`src/hdl/watering_cycle_sequencer_assert.svh`:
```
// assertion macros for the watering cycle sequencer
`ifndef WATERING_CYCLE_SEQUENCER_ASSERT_SVH
`define WATERING_CYCLE_SEQUENCER_ASSERT_SVH

// same-cycle implication, checked out of reset
`define WCS_ASSERT_NOW(label, ante, cons) \
  label: assert property (@(posedge clk) disable iff (!rst_n) (ante) |-> (cons)) \
    else $error("watering cycle sequencer check failed");

// next-cycle implication, checked out of reset
`define WCS_ASSERT_NEXT(label, ante, cons) \
  label: assert property (@(posedge clk) disable iff (!rst_n) (ante) |=> (cons)) \
    else $error("watering cycle sequencer check failed");

`endif

```
`src/hdl/wcs_pkg.sv`:
```
// shared types and codes of the watering cycle sequencer
package wcs_pkg;

  localparam int unsigned HUM_W  = 10;
  localparam int unsigned SEC_W  = 16;
  localparam int unsigned TIME_W = 32;
  localparam int unsigned PASS_W = 8;
  localparam int unsigned CFG_ADDR_W = 3;
  localparam int unsigned CFG_DATA_W = 32;

  localparam logic [TIME_W-1:0] MS_PER_MINUTE = 32'd60000;

  // command codes
  localparam logic [1:0] CMD_RUN     = 2'd0;
  localparam logic [1:0] CMD_TRIGGER = 2'd1;
  localparam logic [1:0] CMD_RESET   = 2'd2;

  // mode codes as seen on the result
  localparam logic [3:0] MODE_IDLE       = 4'd0;
  localparam logic [3:0] MODE_WAIT_SOIL  = 4'd1;
  localparam logic [3:0] MODE_SENSE_SOIL = 4'd2;
  localparam logic [3:0] MODE_WAIT_TANK  = 4'd3;
  localparam logic [3:0] MODE_SENSE_TANK = 4'd4;
  localparam logic [3:0] MODE_WAIT_PUMP  = 4'd5;
  localparam logic [3:0] MODE_PUMP       = 4'd6;
  localparam logic [3:0] MODE_SOAK       = 4'd7;
  localparam logic [3:0] MODE_TANK_EMPTY = 4'd8;

  // sensor actions
  localparam logic [1:0] SENS_NONE         = 2'd0;
  localparam logic [1:0] SENS_ENABLE       = 2'd1;
  localparam logic [1:0] SENS_POLL         = 2'd2;
  localparam logic [1:0] SENS_POLL_DISABLE = 2'd3;

  // pump and valve actions
  localparam logic [1:0] PUMP_NONE  = 2'd0;
  localparam logic [1:0] PUMP_START = 2'd1;
  localparam logic [1:0] PUMP_STOP  = 2'd2;

  // events
  localparam logic [2:0] EVT_NONE         = 3'd0;
  localparam logic [2:0] EVT_SOIL_NOT_DRY = 3'd1;
  localparam logic [2:0] EVT_TANK_EMPTY   = 3'd2;
  localparam logic [2:0] EVT_MAX_PASSES   = 3'd3;
  localparam logic [2:0] EVT_TANK_RECHECK = 3'd4;

  // register indexes
  localparam logic [CFG_ADDR_W-1:0] REG_DRY_THRESHOLD       = 3'd0;
  localparam logic [CFG_ADDR_W-1:0] REG_WET_THRESHOLD       = 3'd1;
  localparam logic [CFG_ADDR_W-1:0] REG_RESERVOIR_THRESHOLD = 3'd2;
  localparam logic [CFG_ADDR_W-1:0] REG_PUMP_TIME_SECONDS   = 3'd3;
  localparam logic [CFG_ADDR_W-1:0] REG_SOAK_MINUTES        = 3'd4;
  localparam logic [CFG_ADDR_W-1:0] REG_MAX_PASSES          = 3'd5;
  localparam logic [CFG_ADDR_W-1:0] REG_RECHECK_INTERVAL_MS = 3'd6;

  typedef struct packed {
    logic [1:0]        cmd;
    logic              soil_sensor_idle;
    logic              soil_sensor_ready;
    logic [HUM_W-1:0]  soil_reading;
    logic              tank_sensor_idle;
    logic              tank_sensor_ready;
    logic [HUM_W-1:0]  tank_reading;
    logic              pump_running;
    logic [SEC_W-1:0]  pump_on_seconds;
    logic [TIME_W-1:0] now_ms;
  } in_t;

  typedef struct packed {
    logic [3:0]        mode;
    logic [1:0]        soil_sensor_action;
    logic [1:0]        tank_sensor_action;
    logic [1:0]        pump_valve_action;
    logic [HUM_W-1:0]  last_humidity;
    logic [PASS_W-1:0] pass_count;
    logic [2:0]        event_res;
  } out_t;

  // live settings; the soak limit is kept as a millisecond bound
  typedef struct packed {
    logic [HUM_W-1:0]  dry_threshold;
    logic [HUM_W-1:0]  wet_threshold;
    logic [HUM_W-1:0]  reservoir_threshold;
    logic [SEC_W-1:0]  pump_time_seconds;
    logic [TIME_W-1:0] soak_limit_ms;
    logic [PASS_W-1:0] max_passes;
    logic [TIME_W-1:0] recheck_interval_ms;
  } cfg_t;

endpackage

```
`src/hdl/wcs_core.sv`:
```
// sequencer state machine with its result register
module wcs_core import wcs_pkg::*; (
  input  logic clk,
  input  logic rst_n,
  input  logic fire,
  input  in_t  req,
  input  cfg_t cfg,
  output out_t res_r
);

  typedef enum logic [3:0] {
    S_IDLE       = MODE_IDLE,
    S_WAIT_SOIL  = MODE_WAIT_SOIL,
    S_SENSE_SOIL = MODE_SENSE_SOIL,
    S_WAIT_TANK  = MODE_WAIT_TANK,
    S_SENSE_TANK = MODE_SENSE_TANK,
    S_WAIT_PUMP  = MODE_WAIT_PUMP,
    S_PUMP       = MODE_PUMP,
    S_SOAK       = MODE_SOAK,
    S_TANK_EMPTY = MODE_TANK_EMPTY
  } state_t;

  state_t            state_r, state_nxt;
  logic [PASS_W-1:0] passes_r, passes_nxt;
  logic [HUM_W-1:0]  hum_r, hum_nxt;
  logic [TIME_W-1:0] soak_start_r, soak_start_nxt;
  logic [TIME_W-1:0] empty_start_r, empty_start_nxt;
  logic [1:0]        soil_act, tank_act, pump_act;
  logic [2:0]        evt;
  logic [TIME_W-1:0] soak_elapsed, empty_elapsed;
  logic [HUM_W-1:0]  soil_limit;
  logic [PASS_W-1:0] passes_inc;

  // wrap-around elapsed times
  assign soak_elapsed  = req.now_ms - soak_start_r;
  assign empty_elapsed = req.now_ms - empty_start_r;
  assign soil_limit    = (passes_r == '0) ? cfg.dry_threshold : cfg.wet_threshold;
  assign passes_inc    = passes_r + PASS_W'(1);

  always_comb begin
    state_nxt       = state_r;
    passes_nxt      = passes_r;
    hum_nxt         = hum_r;
    soak_start_nxt  = soak_start_r;
    empty_start_nxt = empty_start_r;
    soil_act        = SENS_NONE;
    tank_act        = SENS_NONE;
    pump_act        = PUMP_NONE;
    evt             = EVT_NONE;
    case (req.cmd)
      CMD_TRIGGER: begin
        if (state_r == S_IDLE) begin
          state_nxt  = S_WAIT_SOIL;
          passes_nxt = '0;
        end
      end
      CMD_RESET: begin
        if (state_r == S_SENSE_SOIL) soil_act = SENS_POLL_DISABLE;
        if (state_r == S_SENSE_TANK) tank_act = SENS_POLL_DISABLE;
        if (state_r == S_PUMP) pump_act = PUMP_STOP;
        state_nxt = S_IDLE;
      end
      CMD_RUN: begin
        unique case (state_r)
          S_IDLE: begin
          end
          S_WAIT_SOIL: begin
            if (req.soil_sensor_idle) begin
              soil_act  = SENS_ENABLE;
              state_nxt = S_SENSE_SOIL;
            end
          end
          S_SENSE_SOIL: begin
            soil_act = SENS_POLL;
            if (req.soil_sensor_ready) begin
              soil_act = SENS_POLL_DISABLE;
              hum_nxt  = req.soil_reading;
              if (req.soil_reading > soil_limit) begin
                state_nxt = S_IDLE;
                evt       = EVT_SOIL_NOT_DRY;
              end else if (cfg.reservoir_threshold == '0) begin
                state_nxt = S_WAIT_PUMP;
              end else begin
                state_nxt = S_WAIT_TANK;
              end
            end
          end
          S_WAIT_TANK: begin
            if (req.tank_sensor_idle) begin
              tank_act  = SENS_ENABLE;
              state_nxt = S_SENSE_TANK;
            end
          end
          S_SENSE_TANK: begin
            tank_act = SENS_POLL;
            if (req.tank_sensor_ready) begin
              tank_act = SENS_POLL_DISABLE;
              if (req.tank_reading < cfg.reservoir_threshold) begin
                empty_start_nxt = req.now_ms;
                state_nxt       = S_TANK_EMPTY;
                evt             = EVT_TANK_EMPTY;
              end else begin
                state_nxt = S_WAIT_PUMP;
              end
            end
          end
          S_WAIT_PUMP: begin
            if (!req.pump_running) begin
              pump_act  = PUMP_START;
              state_nxt = S_PUMP;
            end
          end
          S_PUMP: begin
            if (req.pump_on_seconds >= cfg.pump_time_seconds) begin
              pump_act       = PUMP_STOP;
              soak_start_nxt = req.now_ms;
              state_nxt      = S_SOAK;
            end
          end
          S_SOAK: begin
            // whole minutes exceed the soak time
            if (soak_elapsed >= cfg.soak_limit_ms) begin
              passes_nxt = passes_inc;
              if (passes_inc >= cfg.max_passes) begin
                state_nxt = S_IDLE;
                evt       = EVT_MAX_PASSES;
              end else begin
                state_nxt = S_WAIT_SOIL;
              end
            end
          end
          S_TANK_EMPTY: begin
            if (empty_elapsed > cfg.recheck_interval_ms) begin
              state_nxt = S_WAIT_TANK;
              evt       = EVT_TANK_RECHECK;
            end
          end
          default: begin
            state_nxt = state_r;
          end
        endcase
      end
      default: begin
        state_nxt = state_r;
      end
    endcase
  end

  always_ff @(posedge clk) begin
    if (!rst_n) begin
      state_r       <= S_IDLE;
      passes_r      <= '0;
      hum_r         <= '0;
      soak_start_r  <= '0;
      empty_start_r <= '0;
    end else if (fire) begin
      state_r                  <= state_nxt;
      passes_r                 <= passes_nxt;
      hum_r                    <= hum_nxt;
      soak_start_r             <= soak_start_nxt;
      empty_start_r            <= empty_start_nxt;
      res_r.mode               <= 4'(state_nxt);
      res_r.soil_sensor_action <= soil_act;
      res_r.tank_sensor_action <= tank_act;
      res_r.pump_valve_action  <= pump_act;
      res_r.last_humidity      <= hum_nxt;
      res_r.pass_count         <= passes_nxt;
      res_r.event_res          <= evt;
    end
  end

endmodule

```
`src/hdl/watering_cycle_sequencer.sv`:
```
// top level of the watering cycle sequencer
// One request per cycle is taken while in_ready is high and gives exactly one
// result once the output is free: the request is held in an input register,
// the state machine in wcs_core works on it and loads the result register
// together with its state at the next edge. A waiting result does
// not block the next request, since the input register keeps filling while
// the output is free; in_ready drops only when both registers hold data and
// out_ready is low. Settings are written through the cfg port (always ready)
// and act on the next request that reaches the state machine. The soak time
// is kept as a millisecond bound (minutes plus one, times 60000) worked out
// at write time, so a step needs only a subtract and a compare.
module watering_cycle_sequencer import wcs_pkg::*; (
  input  logic                  clk,
  input  logic                  rst_n,
  // request channel
  input  logic                  in_valid,
  output logic                  in_ready,
  input  in_t                   in_data,
  // result channel
  output logic                  out_valid,
  input  logic                  out_ready,
  output out_t                  out_data,
  // settings write channel
  input  logic                  cfg_valid,
  output logic                  cfg_ready,
  input  logic [CFG_ADDR_W-1:0] cfg_index,
  input  logic [CFG_DATA_W-1:0] cfg_data
);

  `include "watering_cycle_sequencer_assert.svh"

  // soak bound for zero minutes after reset
  localparam logic [TIME_W-1:0] SOAK_LIMIT_RESET = MS_PER_MINUTE;
  localparam logic [TIME_W-1:0] RECHECK_RESET    = 32'd3600000;

  logic        s1_valid_r;
  in_t         s1_req_r;
  logic        out_valid_r;
  logic        s1_adv;
  logic        fire;
  cfg_t        cfg_r;
  logic [32:0] soak_limit_nxt;

  // the input register moves on when the result register is free or drains
  assign s1_adv    = !out_valid_r || out_ready;
  assign fire      = s1_valid_r && s1_adv;
  assign in_ready  = !s1_valid_r || s1_adv;
  assign out_valid = out_valid_r;
  assign cfg_ready = 1'b1;

  // (minutes + 1) * 60000 stays below 2^32 for every 16-bit minute count
  assign soak_limit_nxt = 33'({1'b0, cfg_data[SEC_W-1:0]} + 17'd1) * 33'(MS_PER_MINUTE);

  always_ff @(posedge clk) begin
    if (!rst_n) begin
      s1_valid_r  <= 1'b0;
      out_valid_r <= 1'b0;
    end else begin
      if (in_ready) s1_valid_r <= in_valid;
      if (s1_adv) out_valid_r <= s1_valid_r;
    end
  end

  // request payload, no reset needed
  always_ff @(posedge clk) begin
    if (in_valid && in_ready) s1_req_r <= in_data;
  end

  // settings registers
  always_ff @(posedge clk) begin
    if (!rst_n) begin
      cfg_r.dry_threshold       <= '0;
      cfg_r.wet_threshold       <= '0;
      cfg_r.reservoir_threshold <= '0;
      cfg_r.pump_time_seconds   <= '0;
      cfg_r.soak_limit_ms       <= SOAK_LIMIT_RESET;
      cfg_r.max_passes          <= PASS_W'(1);
      cfg_r.recheck_interval_ms <= RECHECK_RESET;
    end else if (cfg_valid && cfg_ready) begin
      unique case (cfg_index)
        REG_DRY_THRESHOLD:       cfg_r.dry_threshold       <= cfg_data[HUM_W-1:0];
        REG_WET_THRESHOLD:       cfg_r.wet_threshold       <= cfg_data[HUM_W-1:0];
        REG_RESERVOIR_THRESHOLD: cfg_r.reservoir_threshold <= cfg_data[HUM_W-1:0];
        REG_PUMP_TIME_SECONDS:   cfg_r.pump_time_seconds   <= cfg_data[SEC_W-1:0];
        REG_SOAK_MINUTES:        cfg_r.soak_limit_ms       <= soak_limit_nxt[TIME_W-1:0];
        REG_MAX_PASSES:          cfg_r.max_passes          <= cfg_data[PASS_W-1:0];
        REG_RECHECK_INTERVAL_MS: cfg_r.recheck_interval_ms <= cfg_data[TIME_W-1:0];
        default: begin
          // unknown index, write dropped
        end
      endcase
    end
  end

  // state machine and result register
  wcs_core u_core (
    .clk   (clk),
    .rst_n (rst_n),
    .fire  (fire),
    .req   (s1_req_r),
    .cfg   (cfg_r),
    .res_r (out_data)
  );

  // a pump start is only reported on entry to the pump mode
  `WCS_ASSERT_NOW(a_pump_start_mode,
    out_valid_r && (out_data.pump_valve_action == PUMP_START),
    out_data.mode == MODE_PUMP)
  // an empty reservoir always parks the cycle in the empty mode
  `WCS_ASSERT_NOW(a_tank_empty_mode,
    out_valid_r && (out_data.event_res == EVT_TANK_EMPTY),
    out_data.mode == MODE_TANK_EMPTY)
  // the cycle ends when the soil is already wet
  `WCS_ASSERT_NOW(a_soil_wet_idle,
    out_valid_r && (out_data.event_res == EVT_SOIL_NOT_DRY),
    out_data.mode == MODE_IDLE)
  // back pressure only when both registers are full and the sink stalls
  `WCS_ASSERT_NOW(a_ready_only_when_full,
    !in_ready,
    s1_valid_r && out_valid_r && !out_ready)
  // a request leaving the input register always lands in the result register
  `WCS_ASSERT_NEXT(a_fire_gives_result, fire, out_valid_r)

endmodule
```
`config.mk`:
```
export PLATFORM = sky130hd
export DESIGN_NAME = watering_cycle_sequencer
export DESIGN_NICKNAME = d
export VERILOG_FILES = /design/src/hdl/wcs_pkg.sv /design/src/hdl/wcs_core.sv /design/src/hdl/watering_cycle_sequencer.sv
export VERILOG_INCLUDE_DIRS = /design/src /design/src/hdl
export SDC_FILE = /design/constraint.sdc
export NUM_CORES = 1
export LEC_CHECK = 0
export BUFFER_PORTS_ARGS = -buffer_cell sky130_fd_sc_hd__buf_4
export CAP_MARGIN = 5
export CORE_MARGIN = 3
export CORE_UTILIZATION = 41
export CTS_CLUSTER_DIAMETER = 30
export DETAILED_ROUTE_END_ITERATION = 8
export PLACE_DENSITY = 0.69
export SETUP_SLACK_MARGIN = 0.2
export SLEW_MARGIN = 10
export SYNTH_ARGS = -nofsm -noshare
export SYNTH_HDL_FRONTEND = slang
export SYNTH_SLANG_ARGS = --single-unit
```
`constraint.sdc`:
```
create_clock -name clk -period 8.9 [get_ports clk]
set_input_delay 0.445 -clock clk [delete_from_list [all_inputs] [get_ports clk]]
set_output_delay 0.445 -clock clk [all_outputs]
set_load 0.05 [all_outputs]
```
# After elaboration in Yosys (flattened, before gate mapping)
# Cells that the tools add are included.
dict set report totals {
  reg_bits 307
  latchBits 0
  ram_bits 0
  rom_bits 0
  out_inout_bits 34
  wordCells 125
  memories 0
}
dict set report classes {
  add_sub_neg 4
  multipliers 1
  div 0
  order_cmp 6
  eq_ne 16
  shift 0
  muxes 46
  n_bitwise 0
  n_reduce_logical 21
}
# operator count
set op_table {}
lappend op_table {{subtractor 32 bit} 2}
lappend op_table {{2-to-1 mux 4 bit} 11}
lappend op_table {{2-to-1 mux 10 bit} 4}
lappend op_table {{greater-or-equal comparator 32 bit} 1}
lappend op_table {{> comparator 32 bit} 1}
lappend op_table {{case mux 4 bit (8 select lines)} 1}
lappend op_table {{multiplier 17 x 11 -> 27 bit, second input constant} 1}
lappend op_table {{2-to-1 mux 8 bit} 3}
lappend op_table {{case mux 2 bit (2 select lines)} 6}
lappend op_table {{adder 16 x 1 -> 17 bit, second input constant} 1}
lappend op_table {{== test 4 x 3 -> 1 bit, second input constant} 4}
lappend op_table {{greater-or-equal comparator 16 bit} 1}
lappend op_table {{case mux 8 bit (2 select lines)} 1}
lappend op_table {{AND reduction 2 bit} 8}
lappend op_table {{2-to-1 mux 3 bit} 5}
lappend op_table {{2-to-1 mux 2 bit} 6}
lappend op_table {{case mux 3 bit (4 select lines)} 1}
lappend op_table {{case mux 4 bit (3 select lines)} 1}
lappend op_table {{> comparator 10 bit} 1}
lappend op_table {{logical NOT 10 bit} 1}
lappend op_table {{less-than comparator 10 bit} 1}
lappend op_table {{== test 3 bit, second input constant} 3}
lappend op_table {{adder 8 x 1 -> 8 bit, second input constant} 1}
lappend op_table {{== test 4 x 2 -> 1 bit, second input constant} 2}
lappend op_table {{other kinds (17)} 27}

# Depth between registers and ports, before layout
# Gate-level depths: netlist of run 1.
dict set report logic_depth {
  word_depth 7
  depth_mapped 25
}

# By module
# From an unflattened synthesis of run 1, not the netlist that was laid out.
dict set report unflattened {
  hier_cells 2341
  hier_area_um2 21090.2
}
# module n_inst cells_per_inst area_per_inst_um2 seq_area_each_um2
set modules_own_cells {}
lappend modules_own_cells {wcs_core 1 1300 10871.7 2652.5}
lappend modules_own_cells {watering_cycle_sequencer 1 1041 10218.6 4554.4}

# Worst setup path before layout of run 1
# Ideal clock, no wire load.
dict set report synth_path {
  path_kind {input port to flip-flop}
  start {input port cfg_data[3]}
  end {register cfg_r[71] (netlist name)}
  setup_time_ns 0.137
  arrival_ns 6.193
  path_slack_ns 2.570
  path_stages 20
  path_buffers 1
  cell_sequence {clkbuf_1 -> nand3_1 -> nor3_1 -> xor2_1 -> inv_1 -> fa_1 -> fa_1 -> fa_1 -> fa_1 -> inv_1 -> fa_1 -> ha_1 -> a21oi_1 -> a21boi_0 -> o21ai_0 -> nand2b_1 -> a221oi_1 -> a211oi_1 -> o311ai_0 -> o211ai_1}
}
dict set report synth_via {
  elab_chain_len 2
}
# element line
set synth_rtl {}
lappend synth_rtl {{start, declared} watering_cycle_sequencer.sv:27} ;# input logic [CFG_DATA_W-1:0] cfg_data
lappend synth_rtl {{adder 16 x 1 -> 17 bit} watering_cycle_sequencer.sv:52} ;# assign soak_limit_nxt = 33'({1'b0, cfg_data[SEC_W-1:0]} + 17'd1) * 33'(MS_PER_MINUTE);
lappend synth_rtl {{multiplier 17 x 11 -> 27 bit} watering_cycle_sequencer.sv:52}
lappend synth_rtl {{end, declared} watering_cycle_sequencer.sv:41} ;# cfg_t cfg_r;
# Every way passes these cells.
# A chain may end at the register's enable or synchronous reset.

# Worst setup path after layout of run 1
dict set report layout_path {
  start {input port cfg_data[0]}
  end {register cfg_r[71] (netlist name)}
}
# Same word-level chain as after synthesis.

==> results of run 1 <==
## worst max-delay path, stage by stage
cell	delay, ps
sky130_fd_sc_hd__buf_4	170
sky130_fd_sc_hd__ha_1	220
sky130_fd_sc_hd__inv_1	50
sky130_fd_sc_hd__nor3_1	480
sky130_fd_sc_hd__xor2_1	450
sky130_fd_sc_hd__inv_1	270
sky130_fd_sc_hd__fa_1	540
sky130_fd_sc_hd__fa_1	520
sky130_fd_sc_hd__fa_1	520
sky130_fd_sc_hd__fa_1	550
sky130_fd_sc_hd__inv_1	50
sky130_fd_sc_hd__fa_1	470
sky130_fd_sc_hd__ha_1	360
sky130_fd_sc_hd__a21oi_1	230
sky130_fd_sc_hd__a21boi_0	170
sky130_fd_sc_hd__o21ai_0	180
sky130_fd_sc_hd__nand2b_1	110
sky130_fd_sc_hd__a221oi_1	500
sky130_fd_sc_hd__a211oi_1	160
sky130_fd_sc_hd__o311ai_0	380
sky130_fd_sc_hd__o211ai_1	140
## cell families (layout without fill, tap and decap cells)
logic type | Yosys count | count (layout) | synth area share (%)
xor+xnor | 89 | 89 | 3.721
other cells | 1 | 1 | 0.01790
fa+ha+maj | 308 | 308 | 20.80
mux | 58 | 58 | 2.843
flops | 307 | 307 | 34.40
simple gates | 739 | 739 | 15.70
buf+inv | 368 | 572 | 6.660
compound gates | 526 | 526 | 15.86
## flip-flops by register name, indices dropped and copies added, names as in the netlist
| name | count |
|---|---|
| u_core.res_r | 31 |
| s1_valid_r | 1 |
| cfg_r | 113 |
| u_core.empty_start_r | 32 |
| u_core.passes_r | 8 |
| s1_req_r | 75 |
| out_valid | 1 |
| u_core.soak_start_r | 32 |
| u_core.hum_r | 10 |
| u_core.state_r | 4 |
## area by class of cell
| cell class | instances | area share [%] |
|---|---|---|
| inverters | 278 | 4.157 |
| flip-flops and latches | 307 | 28.64 |
| repair buffers | 160 | 4.804 |
| well taps | 672 | 3.342 |
| clock inverters | 55 | 2.342 |
| clock buffers | 79 | 7.558 |
| multi-input cells | 1721 | 49.15 |
## where the power goes
part	total, mW	switching [mW]	leakage [nW]	internal [mW]
clock network	2.65	0.884	1.20	1.77
registers	1.56	0.0431	2.64	1.51
logic	1.89	1.10	6.33	0.792
## final timing paths
| path | from | end | slack, ps | cells past startpoint |
|---|---|---|---|---|
| min reg2reg | u_core.empty_start_r[9]$_SDFFE_PN0P_ | u_core.empty_start_r[9]$_SDFFE_PN0P_ | 450 | 2 |
| max | cfg_data[0] | cfg_r[71]$_SDFFE_PN0P_ | 2350 | 21 |
| max reg2reg | s1_req_r[5]$_DFFE_PP_ | u_core.res_r[10]$_DFFE_PP_ | 2710 | 17 |
| min | in_data[73] | s1_req_r[73]$_DFFE_PP_ | 40 | 1 |
## through the flow
step / cells / hold WS, ps / utilization [%] / setup slack [ps] / cell area (um^2)
after floorplan: 2396 / 431.9 / - / 2570 / 20950
after global placement: 3135 / 441.3 / 45.03 / 1968 / 22640
after detailed placement: 3135 / 446.5 / 45.03 / 1827 / 22640
after CTS: 3272 / 0.3665 / 50.05 / 2409 / 25160
after global routing: 3272 / 9.484 / 50.05 / 1850 / 25160
final: 3272 / 35.87 / 50.05 / 2350 / 25160
## cells in the final DEF, fill, tap and decap left out, types with 36 or more instances in the layout
cell type,n
sky130_fd_sc_hd__a21o_1,55
sky130_fd_sc_hd__a21oi_1,211
sky130_fd_sc_hd__buf_4,157
sky130_fd_sc_hd__clkbuf_16,75
sky130_fd_sc_hd__dfxtp_1,201
sky130_fd_sc_hd__edfxtp_1,106
sky130_fd_sc_hd__fa_1,67
sky130_fd_sc_hd__ha_1,241
sky130_fd_sc_hd__inv_1,276
sky130_fd_sc_hd__mux2i_1,46
sky130_fd_sc_hd__nand2_1,341
sky130_fd_sc_hd__nand3_1,49
sky130_fd_sc_hd__nor2_1,159
sky130_fd_sc_hd__nor3_1,50
sky130_fd_sc_hd__o211ai_1,36
sky130_fd_sc_hd__o21ai_0,74
sky130_fd_sc_hd__xnor2_1,63
## metal layers
metal	GRT usage, %	vias to the layer above	part of all wire [%]
met1	25.36	8365	43
li1	-	8622	-
met5	0	-	0
met2	34.98	474	49
met4	8.153	0	3.1
met3	3.410	103	5.7
## timing repair
item	4_1_cts	5_1_grt
hold buffers	3	0
buffers inserted	0	0
hold endpoints to repair	3	0
==> results.md, run 1 <==
Synthesis:
- The distinct cell type count of the synthesized netlist is 80.
- The synthesized design contains approximately 300 register bits.
- The sequential fraction of the synthesis area is between 30% and 40%.
- The post-synth net total is 2819.
- During synthesis, Yosys emitted a total of 0 warnings.
- In the synthesized netlist the async set-or-reset flop fraction comes to 0%.
- The area of the mapped netlist is between 0.02 and 0.025 mm^2.
- The cell count after synthesis is 2396.
- Yosys attributes the largest share of cell area to sky130_fd_sc_hd__dfxtp_1 (19%), sky130_fd_sc_hd__edfxtp_1 (15%), sky130_fd_sc_hd__ha_1 (14%), sky130_fd_sc_hd__fa_1 (6.4%), sky130_fd_sc_hd__nand2_1 (6.1%).
- Yosys mapped a number of flops with a built-in enable equal to 106.
- The prevailing post-synth register cell is sky130_fd_sc_hd__dfxtp_1.
- The synthesized area per cell is 8.743 um^2.
- The most used standard cell by instance count after synthesis is sky130_fd_sc_hd__nand2_1.
- The commonest cells after synthesis are sky130_fd_sc_hd__nand2_1 (341), sky130_fd_sc_hd__inv_1 (277), sky130_fd_sc_hd__ha_1 (241), sky130_fd_sc_hd__a21oi_1 (211), sky130_fd_sc_hd__dfxtp_1 (201).
- The top-area cell type share of the netlist area is 19.21%.
- Of all cell types, the one taking the most synthesized area is sky130_fd_sc_hd__dfxtp_1.

Critical path:
- Of all nets on the critical path, the largest fanout is 11.
- STA classifies the critical path startpoint as an input port.
- For the worst setup path, the data required time is 9330 ps.
- The worst setup path is captured at a flip-flop.
- The arrival time of data at the critical path endpoint is roughly 7000 ps.
- The setup path with the least slack is of type in2reg.

Placement:
- At the end of routability-driven placement, the weighted congestion stood at 0.8792.
- The count of buffers inserted at the top-level ports is 147.
- The detailed placer's ending HPWL is about 41000 um.

Run status:
- The flow ran to the end, and the final reports show no timing, DRC or antenna violations.

Die:
- 149 I/O pins were placed.
- The floorplan step set the die height to ~230 um.
- The floorplan step defined a die boundary enclosing 0.05384 mm^2.
- The region available for standard cell placement spans between 0.05 and 0.06 mm^2.
- The x dimension of the die is 232.0 um.
- Row generation in the floorplan step produced 82 rows.
- The effective utilization at floorplan is 41.67%.

CTS:
- For the worst-skew pair, the clock arrives at the later sink with an insertion delay of 590 ps.
- The number of clock buffers added by TritonCTS is 72.
- TritonCTS built the clock tree.
- The number of H-tree levels is 3.
- The clock-pin slew of the registers on the worst-case setup and hold paths is 40 ps.
- No sink is reached through more buffers than the 3 on the longest clock path.
- The quantity of gates resized following cts is 0.
- The total number of clock tree sinks is 307.
- The root cell of the clock tree is sky130_fd_sc_hd__clkbuf_16.

Global route:
- The leftover overflow at the end of global routing is 0.
- The initial antenna violation count is 0.
- The pin count of the biggest net entering global routing is 79.
- The number of global-route vias before repair is 17660.
- The global-route wire length before repair is between 80000 and 90000 um.
- The global routing usage summed across all routing layers is 20.33%.

Routing:
- The total vias in the final route is 17560.
- The post-detailed-route wirelength per cell is 16.63 um.
- The wire length after detailed routing is 54400 um.
- Once detail routing completed, the nets flagged for antenna violations numbered 0.
- The number of DRC violations after detailed-routing iteration 0 is ~1200.
- The routed via count divided by cell count is 5.368.
- For this run, the detailed router's first-pass iteration total came to 5.
- For this run, design rule violations remaining after detail routing come to 0.

STA:
- The number of max-slew violations in the final report is 0.
- The routed design could run at a clock period as short as 6550 ps.
- Setup repair after global routing left no endpoint under its margin.
- Setup violations remaining at the end of the flow were counted as 0.
- The hold violation total from the final report came to 0.
- The actual transition at the worst max-transition pin is 1223 ps.
- The share of the clock period used by the worst path is 73.59%.
- Based on the critical path, the design can be clocked at up to 0.1527 GHz.
- After routing, the total negative slack on setup checks comes to 0 ps.
- Headroom to the max-slew limit came out at 17.83%.
- For the final database, setup skew stands at 19.42 ps.

Finish:
- The number of diodes added for antenna fixing is 0.
- The sequential cell area in the final layout is 0.007207 mm^2.
- The multi-input combinational cells in the finished layout cover a total of around 0.012 mm^2.
- The area overhead of the layout relative to synthesis is 20.11%.
- Counting the fill cells in the layout gives 4618.
- The share of post-route cells with drive strength above 1 is 12.19%.
- In the final design database the tool counted 2963 nets.

Power:
- The post-layout total power is 6.104 mW.
- The leakage power figure is 10.17 nW.
- The maximum ir drop on the vdd rail is just over 0.2 mV.
- For this design the ratio of total power to cell area is between 200 and 250 mW/mm^2.

Run:
- The count of maximum capacitance violations is 0.

Worst hold path:
- The worst min-delay path category is in2reg.
Note: power is estimated with default switching activity, not from simulation.
==> run 2, diff against run 1 <==
--- a/config.mk
+++ b/config.mk
@@ -12,7 +12,7 @@
 export CORE_UTILIZATION = 41
 export CTS_CLUSTER_DIAMETER = 30
 export DETAILED_ROUTE_END_ITERATION = 8
-export PLACE_DENSITY = 0.69
+export PLACE_DENSITY = 0.71
 export SETUP_SLACK_MARGIN = 0.2
 export SLEW_MARGIN = 10
 export SYNTH_ARGS = -nofsm -noshare
==> constraint.sdc (replaced) <==
create_clock -name clk -period 5.85 [get_ports clk]
set_input_delay 0.2925 -clock clk [delete_from_list [all_inputs] [get_ports clk]]
set_output_delay 0.2925 -clock clk [all_outputs]
set_load 0.05 [all_outputs]
==> run 2 against run 1 <==
  * Via count is 4.1% higher
  * Setup slack lost 1900 ps
  * Cell area grew 7.2%
  * Clock power increased by 67%
  * Combinational power is 75% higher
  * Utilization grew 3.6 points
  * Power is 65% higher
  * Global-route usage rose by 1.5 points
  * Sequential power rose by 52%
  * Clock skew rose by 12 ps
  * Die area did not move
==> results.md, run 2 (synthesized netlist as in run 1, its figures left out) <==
Power:
- The post-layout total power is between 10 and 15 mW.
- The ratio of total power to cell area is 373.9 mW/mm^2.
- Net switching is between 30% and 40% of the power.
- Sequential cells account for between 20% and 30% of the total power.
- Summed over all nets, the switching power comes to around 3.3 mW.
- The maximum ir drop on the vdd rail is 0.3119 mV.
- In this run the static leakage power is 10.97 nW.
- The share of power burned in the clock network is between 40% and 50%.
- The cell-internal power is 6.757 mW.
- Per report_power, the combinational group accounts for 32.7% of the total.

STA:
- Setup repair after global routing left no endpoint under its margin.
- The number of setup violations in the final report is 0.
- The hold violation total from the final report was 0.
- The clock skew is 30.96 ps.
- For the pin with the worst max-slew slack, the measured transition is 1157 ps.
- For the final routed database, the setup TNS stands at 0 ps.
- The peak clock frequency supported by timing is about 0.18 GHz.
- The remaining max-slew budget at the tightest pin is 22.77%.
- After layout, the minimum clock period comes to 5440 ps.
- The number of max-slew violations in the final report was 0.
- The share of the clock period used by the worst path is between 90 and 100%.

Routing:
- The first detailed-routing pass took 6 iterations.
- The detailed router finished its first iteration with ~1200 violations.
- The DRC violation count after routing is 0.
- The routed layout has between 15000 and 20000 vias.
- After detailed routing, the average wire length per cell comes to 17.13 um.
- In the routed layout, each cell is associated on average with a via count of approximately 5.3.
- The routed design has about 60000 um of wire.
- The post-route antenna net violation count is 0.

Die:
- The effective utilization at floorplan is 41.67%.
- The row count is 82.
- In this run the horizontal extent of the chip is about 230 um.
- The die outline height is approximately 230 um.
- The total die area is roughly 0.054 mm^2.
- After floorplanning, the core was sized to cover 0.05027 mm^2.
- approximately 150 I/O pins were placed.

CTS:
- The number of H-tree levels is 3.
- The insertion delay of the later-clocked pin in the worst-skew pair is 620 ps.
- The total number of clock tree sinks is 307.
- The tree is rooted in a sky130_fd_sc_hd__clkbuf_16.
- The clock passes through at most 3 buffers.
- TritonCTS built the clock tree.
- Buffers inserted during clock tree synthesis total between 80 and 90.
- After clock tree synthesis, the clock-pin slew on the worst setup and hold paths is 40 ps.

Finish:
- The area growth from synthesis to layout is 28.72%.
- The leading cell type in the layout, fill and taps excluded is sky130_fd_sc_hd__nand2_1.
- Counting flops per register, the top entry is cfg_r.
- Once layout is complete, the utilization of the core stands at 53.64%.
- The final non-filler cell total is 3430.
- In the layout the commonest cells are sky130_fd_sc_hd__nand2_1 (341), sky130_fd_sc_hd__inv_1 (272), sky130_fd_sc_hd__ha_1 (240).
- The post-route netlist has 14.29% of its cells at a drive strength greater than 1.
- The register with the most flip-flops in the layout has 113 of them.
- With fillers left out, the area of the finished cells amounts to 0.02696 mm^2.
- The largest registers in the layout are cfg_r x113, s1_req_r x75.
- The final net count is 3111.

Global route:
- The initial antenna violation count is 2.
- The pin count of the biggest net entering global routing is 76.
- The global routing usage summed across all routing layers is 21.81%.
- The number of global-route vias before repair is 18550.
- The first global-routing pass estimated 94720 um of wire.
- The leftover overflow at the end of global routing is 0.

Placement:
- The count of buffers inserted at the top-level ports is around 150.
- The cell area after placement is between 0.02 and 0.025 mm^2.
- The number of instances in the placed design is 3174.
- The detailed placer's ending HPWL is 42660 um.
- The weighted congestion reported at the end of routability-driven placement is 0.8663.

Critical path:
- At the worst endpoint, the arrival time is 5800 ps.
- Data on the critical path is required at its endpoint by 6210 ps.
- The critical path capture point type is a flip-flop.
- Along the worst path, the maximum fanout reaches 4.
- The worst setup path is launched from a flip-flop.
- The setup path with the least slack is of type reg2reg.

Worst hold path:
- The worst min-delay path category is in2reg.

Run status:
- The run finished with clean final reports.

Run:
- The count of maximum capacitance violations is 0.
-- run 2: path summary, 6_finish.rpt --
path / from / to / slack, ps / cells after the start
min reg2reg: u_core.empty_start_r[13]$_SDFFE_PN0P_ / u_core.empty_start_r[13]$_SDFFE_PN0P_ / 450 / 2
max reg2reg: s1_req_r[0]$_DFFE_PP_ / u_core.res_r[27]$_DFFE_PP_ / 410 / 22
max: s1_req_r[0]$_DFFE_PP_ / u_core.res_r[27]$_DFFE_PP_ / 410 / 22
min: out_ready / out_valid$_SDFFE_PN0P_ / 30 / 4
-- run 2: final cells by class --
| cell class | count | area, um^2 |
|---|---|---|
| fillers | 4439 | 23310 |
| multi-input cells | 1721 | 12580 |
| flip-flops and latches | 307 | 7207 |
| repair buffers | 299 | 2505 |
| clock buffers | 108 | 2281 |
| inverters | 278 | 1046 |
| well taps | 672 | 840.8 |
| clock inverters | 44 | 498.0 |
| diodes | 1 | 2.502 |
-- run 2: power groups by stage --
stage | clock [mW] | combinational [mW] | sequential (mW)
CTS | 4.48 | 3.24 | 2.37
global route | 4.61 | 3.71 | 2.38
detailed placement | 0 | 3.14 | 2.40
finish | 4.42 | 3.30 | 2.37
floorplan | 0 | 2.26 | 2.40
global placement | 0 | 3.09 | 2.40
-- run 2: per-layer routing --
layer / vias to the layer above / share of wire, % / GRT usage (%)
li1: 8918 / - / -
met1: 8735 / 44 / 27.97
met2: 518 / 47 / 36.66
met3: 118 / 5.4 / 3.766
met4: 2 / 3.1 / 8.443
met5: - / 0.022 / 0
-- run 2: timing repair --
action | CTS | global route
hold buffers | 99 | 0
setup endpoints to repair | 5 | 29
pin swaps | 3 | 9
cloned | 0 | 0
resized for setup | 4 | 27
setup buffers | 2 | 2
hold endpoints to repair | 104 | 0
-- run 2: per-stage QoR --
stage	setup slack (ps)	hold slack (ps)
after global routing	191.2	18.64
final	410.4	30.33
after CTS	234.0	7.015
after detailed placement	-123.7	446.7
after global placement	67.33	441.5
after floorplan	219.0	391.4
-- run 2: worst max-delay path, cell delays in order, from the launching register on --
cell,delay (ps)
sky130_fd_sc_hd__edfxtp_1,410
sky130_fd_sc_hd__inv_2,90
sky130_fd_sc_hd__ha_1,150
sky130_fd_sc_hd__inv_1,50
sky130_fd_sc_hd__fa_1,390
sky130_fd_sc_hd__a21o_1,210
sky130_fd_sc_hd__a311o_1,370
sky130_fd_sc_hd__a41oi_4,270
sky130_fd_sc_hd__o311ai_4,150
sky130_fd_sc_hd__a221oi_2,260
sky130_fd_sc_hd__buf_4,170
sky130_fd_sc_hd__o21ai_1,140
sky130_fd_sc_hd__a31oi_2,270
sky130_fd_sc_hd__o311ai_2,140
sky130_fd_sc_hd__ha_1,350
sky130_fd_sc_hd__nand2_1,80
sky130_fd_sc_hd__or2_0,230
sky130_fd_sc_hd__or4_4,560
sky130_fd_sc_hd__o31a_1,300
sky130_fd_sc_hd__o21ai_2,90
sky130_fd_sc_hd__or2_4,160
sky130_fd_sc_hd__o311ai_1,120
sky130_fd_sc_hd__o21ba_2,230
==> run 3, diff against run 2 <==
--- a/config.mk
+++ b/config.mk
@@ -6,9 +6,9 @@
 export SDC_FILE = /design/constraint.sdc
 export NUM_CORES = 1
 export LEC_CHECK = 0
-export BUFFER_PORTS_ARGS = -buffer_cell sky130_fd_sc_hd__buf_4
+export BUFFER_PORTS_ARGS = -buffer_cell sky130_fd_sc_hd__clkbuf_2
 export CAP_MARGIN = 5
-export CORE_MARGIN = 3
+export CORE_MARGIN = 2
 export CORE_UTILIZATION = 41
 export CTS_CLUSTER_DIAMETER = 30
 export DETAILED_ROUTE_END_ITERATION = 8
==> run 3 against run 2 <==
  * Critical path depth unchanged
  * Cell area down 1.7%
  * Clock skew down 4.0 ps
  * Via count down 0.17%
  * Sequential share of layout area up 0.45 points
  * Clock-buffer cell count down 14
  * Non-clock buffer count down 1
  * First-iteration DRC count up 18%
  * Wire length down 2.3%
  * Worst hold slack worse by 3.9 ps
  * Setup slack better by 13 ps
  * Clock power about the same
==> results.md, run 3 (synthesized netlist as in run 1, its figures left out) <==
Run status:
- The flow ran to the end, and the final reports show no timing, DRC or antenna violations.

Finish:
- The area overhead of the layout relative to synthesis is 26.57%.
- In the final layout, the registers with the most flip-flops are cfg_r x113, s1_req_r x75.
- The final net count is 3107.
- The number of fill cells is 4480.
- The register with the most flip-flops in the layout has 113 of them.
- The share of post-route cells with drive strength above 1 is between 10% and 20%.
- The library cells used most frequently in the layout, excluding fill and tap cells, are sky130_fd_sc_hd__nand2_1 (341), sky130_fd_sc_hd__inv_1 (273), sky130_fd_sc_hd__ha_1 (240).
- The final standard cell utilization of the core is 52.74%.
- The library cell used most frequently in the layout, excluding fill and tap cells, is sky130_fd_sc_hd__nand2_1.
- The final non-filler cell total is between 3000 and 4000.
- The most flop-heavy register is cfg_r.
- The finished cells cover approximately 0.027 mm^2.

Run:
- The tool flagged a number of max-cap violations equal to 0.

STA:
- Setup repair after global routing could not meet its margin everywhere.
- The peak clock frequency supported by timing is 0.1843 GHz.
- The remaining max-slew budget at the tightest pin is 19.84%.
- The hold violation total from the final report is 0.
- The number of setup violations in the final report is 0.
- The clock skew is 26.93 ps.
- Summed over all failing endpoints, the final setup total negative slack is 0 ps.
- The actual transition at the worst max-transition pin is about 1200 ps.
- Subtracting the final worst setup slack from the clock period gives about 5400 ps.
- Hold is met by 26.41 ps.
- The number of max-slew violations in the final report is 0.
- The share of the clock period used by the worst path is 92.75%.

Placement:
- The wire-length estimate of the detail-placed layout is roughly 42000 um.
- At the end of routability-driven placement, the weighted congestion stood at 0.9194.
- Once placement finished, the instance area stood at approximately 0.023 mm^2.
- Counting tap cells, the placed design contains a total of 3174 instances.
- Port buffering added around 150 buffers.

Critical path:
- The worst setup path is launched from a flip-flop.
- The startpoint identified for the worst register-to-register timing path is s1_req_r[0]$_DFFE_PP_.
- The setup path with the least slack is of type reg2reg.
- For flop-to-flop paths, the worst setup slack is about 420 ps.
- Along the worst path, the maximum fanout reaches 3.
- The kind of cell with the highest combined delay along the critical path is compound AO/OA/AOI/OAI gates.
- The critical path's slowest cell is sky130_fd_sc_hd__or4_4.
- The number of cells on the worst reg-to-reg path is 22.
- The critical path capture point type is a flip-flop.
- The critical path required time is 6180 ps.
- Together, buffers and inverters on the worst path number 3.
- The critical path goes through inv_1 > ha_1 > inv_1 > fa_1 > a21o_1 > a311o_1 > a41oi_4 > o311ai_4 > a221oi_2 > buf_4 > o21ai_2 > a31oi_2 > xnor2_1 > ha_1 > nand4_1 > or2_0 > or4_4 > o31a_1 > o21ai_2 > or2_4 > nor4bb_2 > o21ai_0.
- The worst flop-to-flop path endpoint is u_core.res_r[28]$_DFFE_PP_.
- For this run, the slowest stage of the critical path takes 570 ps.
- At the worst endpoint, the arrival time is 5760 ps.

Die:
- The number of primary I/O pins is 149.
- The core box area is just over 0.05 mm^2.
- The die outline height is about 230 um.
- The die covers 0.05292 mm^2.
- The initialized floorplan defines 82 standard-cell rows.
- The initial utilization of the core area, before any placement, comes to between 40% and 50%.
- The floorplan step set the die width to ~230 um.

Global route:
- The number of global-route vias before repair is about 18000.
- The global routing usage summed across all routing layers is 21.89%.
- The initial antenna violation count is 0.
- Global routing finished with a remaining overflow of 0.
- The pin count of the biggest net entering global routing is 76.
- The global-route wire length before repair is 93710 um.

Routing:
- In the routed layout, each cell is associated on average with a via count of ~5.3.
- Across all layers, the routed design uses 18260 vias.
- The DRC violation count after routing is 0.
- Once detail routing completed, the nets flagged for antenna violations numbered 0.
- After the first detailed-routing iteration, the DRC count stood at 1394.
- The wire length after detailed routing is between 50000 and 60000 um.
- The number of iterations in the first detailed-routing pass is 5.
- After detailed routing, the average wire length per cell comes to 16.76 um.

CTS:
- The insertion delay of the later-clocked pin in the worst-skew pair is slightly above 600 ps.
- The clock-pin slew of the registers on the worst-case setup and hold paths is roughly 50 ps.
- The number of buffers between clock root and the deepest sink is 3.
- Counting the buffers created by CTS gives 78.
- The total number of clock tree sinks is 307.
- TritonCTS built the clock tree.
- The root cell of the clock tree is sky130_fd_sc_hd__clkbuf_16.
- The H-tree was split into 3 levels.

Worst hold path:
- The cell count of the worst hold path is 3.
- The hold path endpoint is cfg_r[82]$_SDFFE_PN0P_.
- The startpoint of the most critical hold path is cfg_data[10].
- In this run the worst hold path is classified as in2reg.

Power:
- In this run the power density over the cells is 377.6 mW/mm^2.
- The maximum ir drop on the vdd rail is 0.3258 mV.
- The leakage power figure is 10.85 nW.
run 3: changes by cell type in the layout (fill, tap and decap cells not counted), sizes merged:
cell and change:
dlygate4sd3 -2, inv +6, bufinv +4, clkinvlp +3, buf -146, clkbuf +133
clkinv -5
run 3: through the flow:
step                      worst slack (ps)  total power, mW
after floorplan                      219.0            4.657
after global placement               63.77            5.436
after detailed placement            -42.68            5.485
after CTS                            223.3            10.04
after global routing                 194.7            10.61
final                                423.9            10.01
run 3: how the worst max path moves through the flow:
stage	startpoint	to	slack (ps)	depth (start not counted)
after global placement	cfg_data[0]	cfg_r[71]$_SDFFE_PN0P_	60	20
after detailed placement	cfg_data[0]	cfg_r[71]$_SDFFE_PN0P_	-40	20
after CTS	s1_req_r[0]$_DFFE_PP_	u_core.res_r[28]$_DFFE_PP_	220	23
final	s1_req_r[0]$_DFFE_PP_	u_core.res_r[28]$_DFFE_PP_	420	22
after floorplan	cfg_data[2]	cfg_r[71]$_SDFFE_PN0P_	220	19
after global routing	s1_req_r[0]$_DFFE_PP_	u_core.res_r[9]$_DFFE_PP_	190	20
run 3: cell type report:
cell class,instances,area [um^2],share of cell area (%)
Tap cell,672,840.8,3.171
Timing Repair Buffer,298,2120,7.994
Clock inverter,52,676.9,2.553
Antenna cell,1,2.502,0.009438
Clock buffer,94,2092,7.890
Multi-Input combinational cell,1721,12530,47.26
Sequential cell,307,7207,27.18
Inverter,278,1046,3.945
run 3: worst reg2reg max path: stages, from the launching register on:
cell	delay, ps
sky130_fd_sc_hd__edfxtp_1	410
sky130_fd_sc_hd__inv_1	120
sky130_fd_sc_hd__ha_1	170
sky130_fd_sc_hd__inv_1	50
sky130_fd_sc_hd__fa_1	400
sky130_fd_sc_hd__a21o_1	210
sky130_fd_sc_hd__a311o_1	320
sky130_fd_sc_hd__a41oi_4	260
sky130_fd_sc_hd__o311ai_4	150
sky130_fd_sc_hd__a221oi_2	300
sky130_fd_sc_hd__buf_4	170
sky130_fd_sc_hd__o21ai_2	90
sky130_fd_sc_hd__a31oi_2	250
sky130_fd_sc_hd__xnor2_1	120
sky130_fd_sc_hd__ha_1	300
sky130_fd_sc_hd__nand4_1	160
sky130_fd_sc_hd__or2_0	240
sky130_fd_sc_hd__or4_4	570
sky130_fd_sc_hd__o31a_1	310
sky130_fd_sc_hd__o21ai_2	80
sky130_fd_sc_hd__or2_4	150
sky130_fd_sc_hd__nor4bb_2	230
sky130_fd_sc_hd__o21ai_0	120
run 3: where the power goes:
part / internal [mW] / switching, mW / total, mW / leakage (nW)
sequential: 2.30 / 0.0641 / 2.37 / 2.64
combinational: 1.37 / 1.82 / 3.19 / 6.89
clock: 3.02 / 1.43 / 4.45 / 1.32
total: 6.70 / 3.31 / 10.0 / 10.8
run 3: repair_timing:
item,CTS,global route
setup endpoints to repair,6,25
setup buffers,2,3
hold buffers,97,0
pin swaps,2,6
endpoints found under the hold margin,96,0
gates resized for setup,1,20
run 3: routing by layer:
layer	vias up	global-route usage (%)	wire length [um]
met5	-	0	0
met4	0	10.20	2283
met3	127	3.757	3181
met2	584	36.75	27460
met1	8664	27.37	24440
li1	8884	-	-
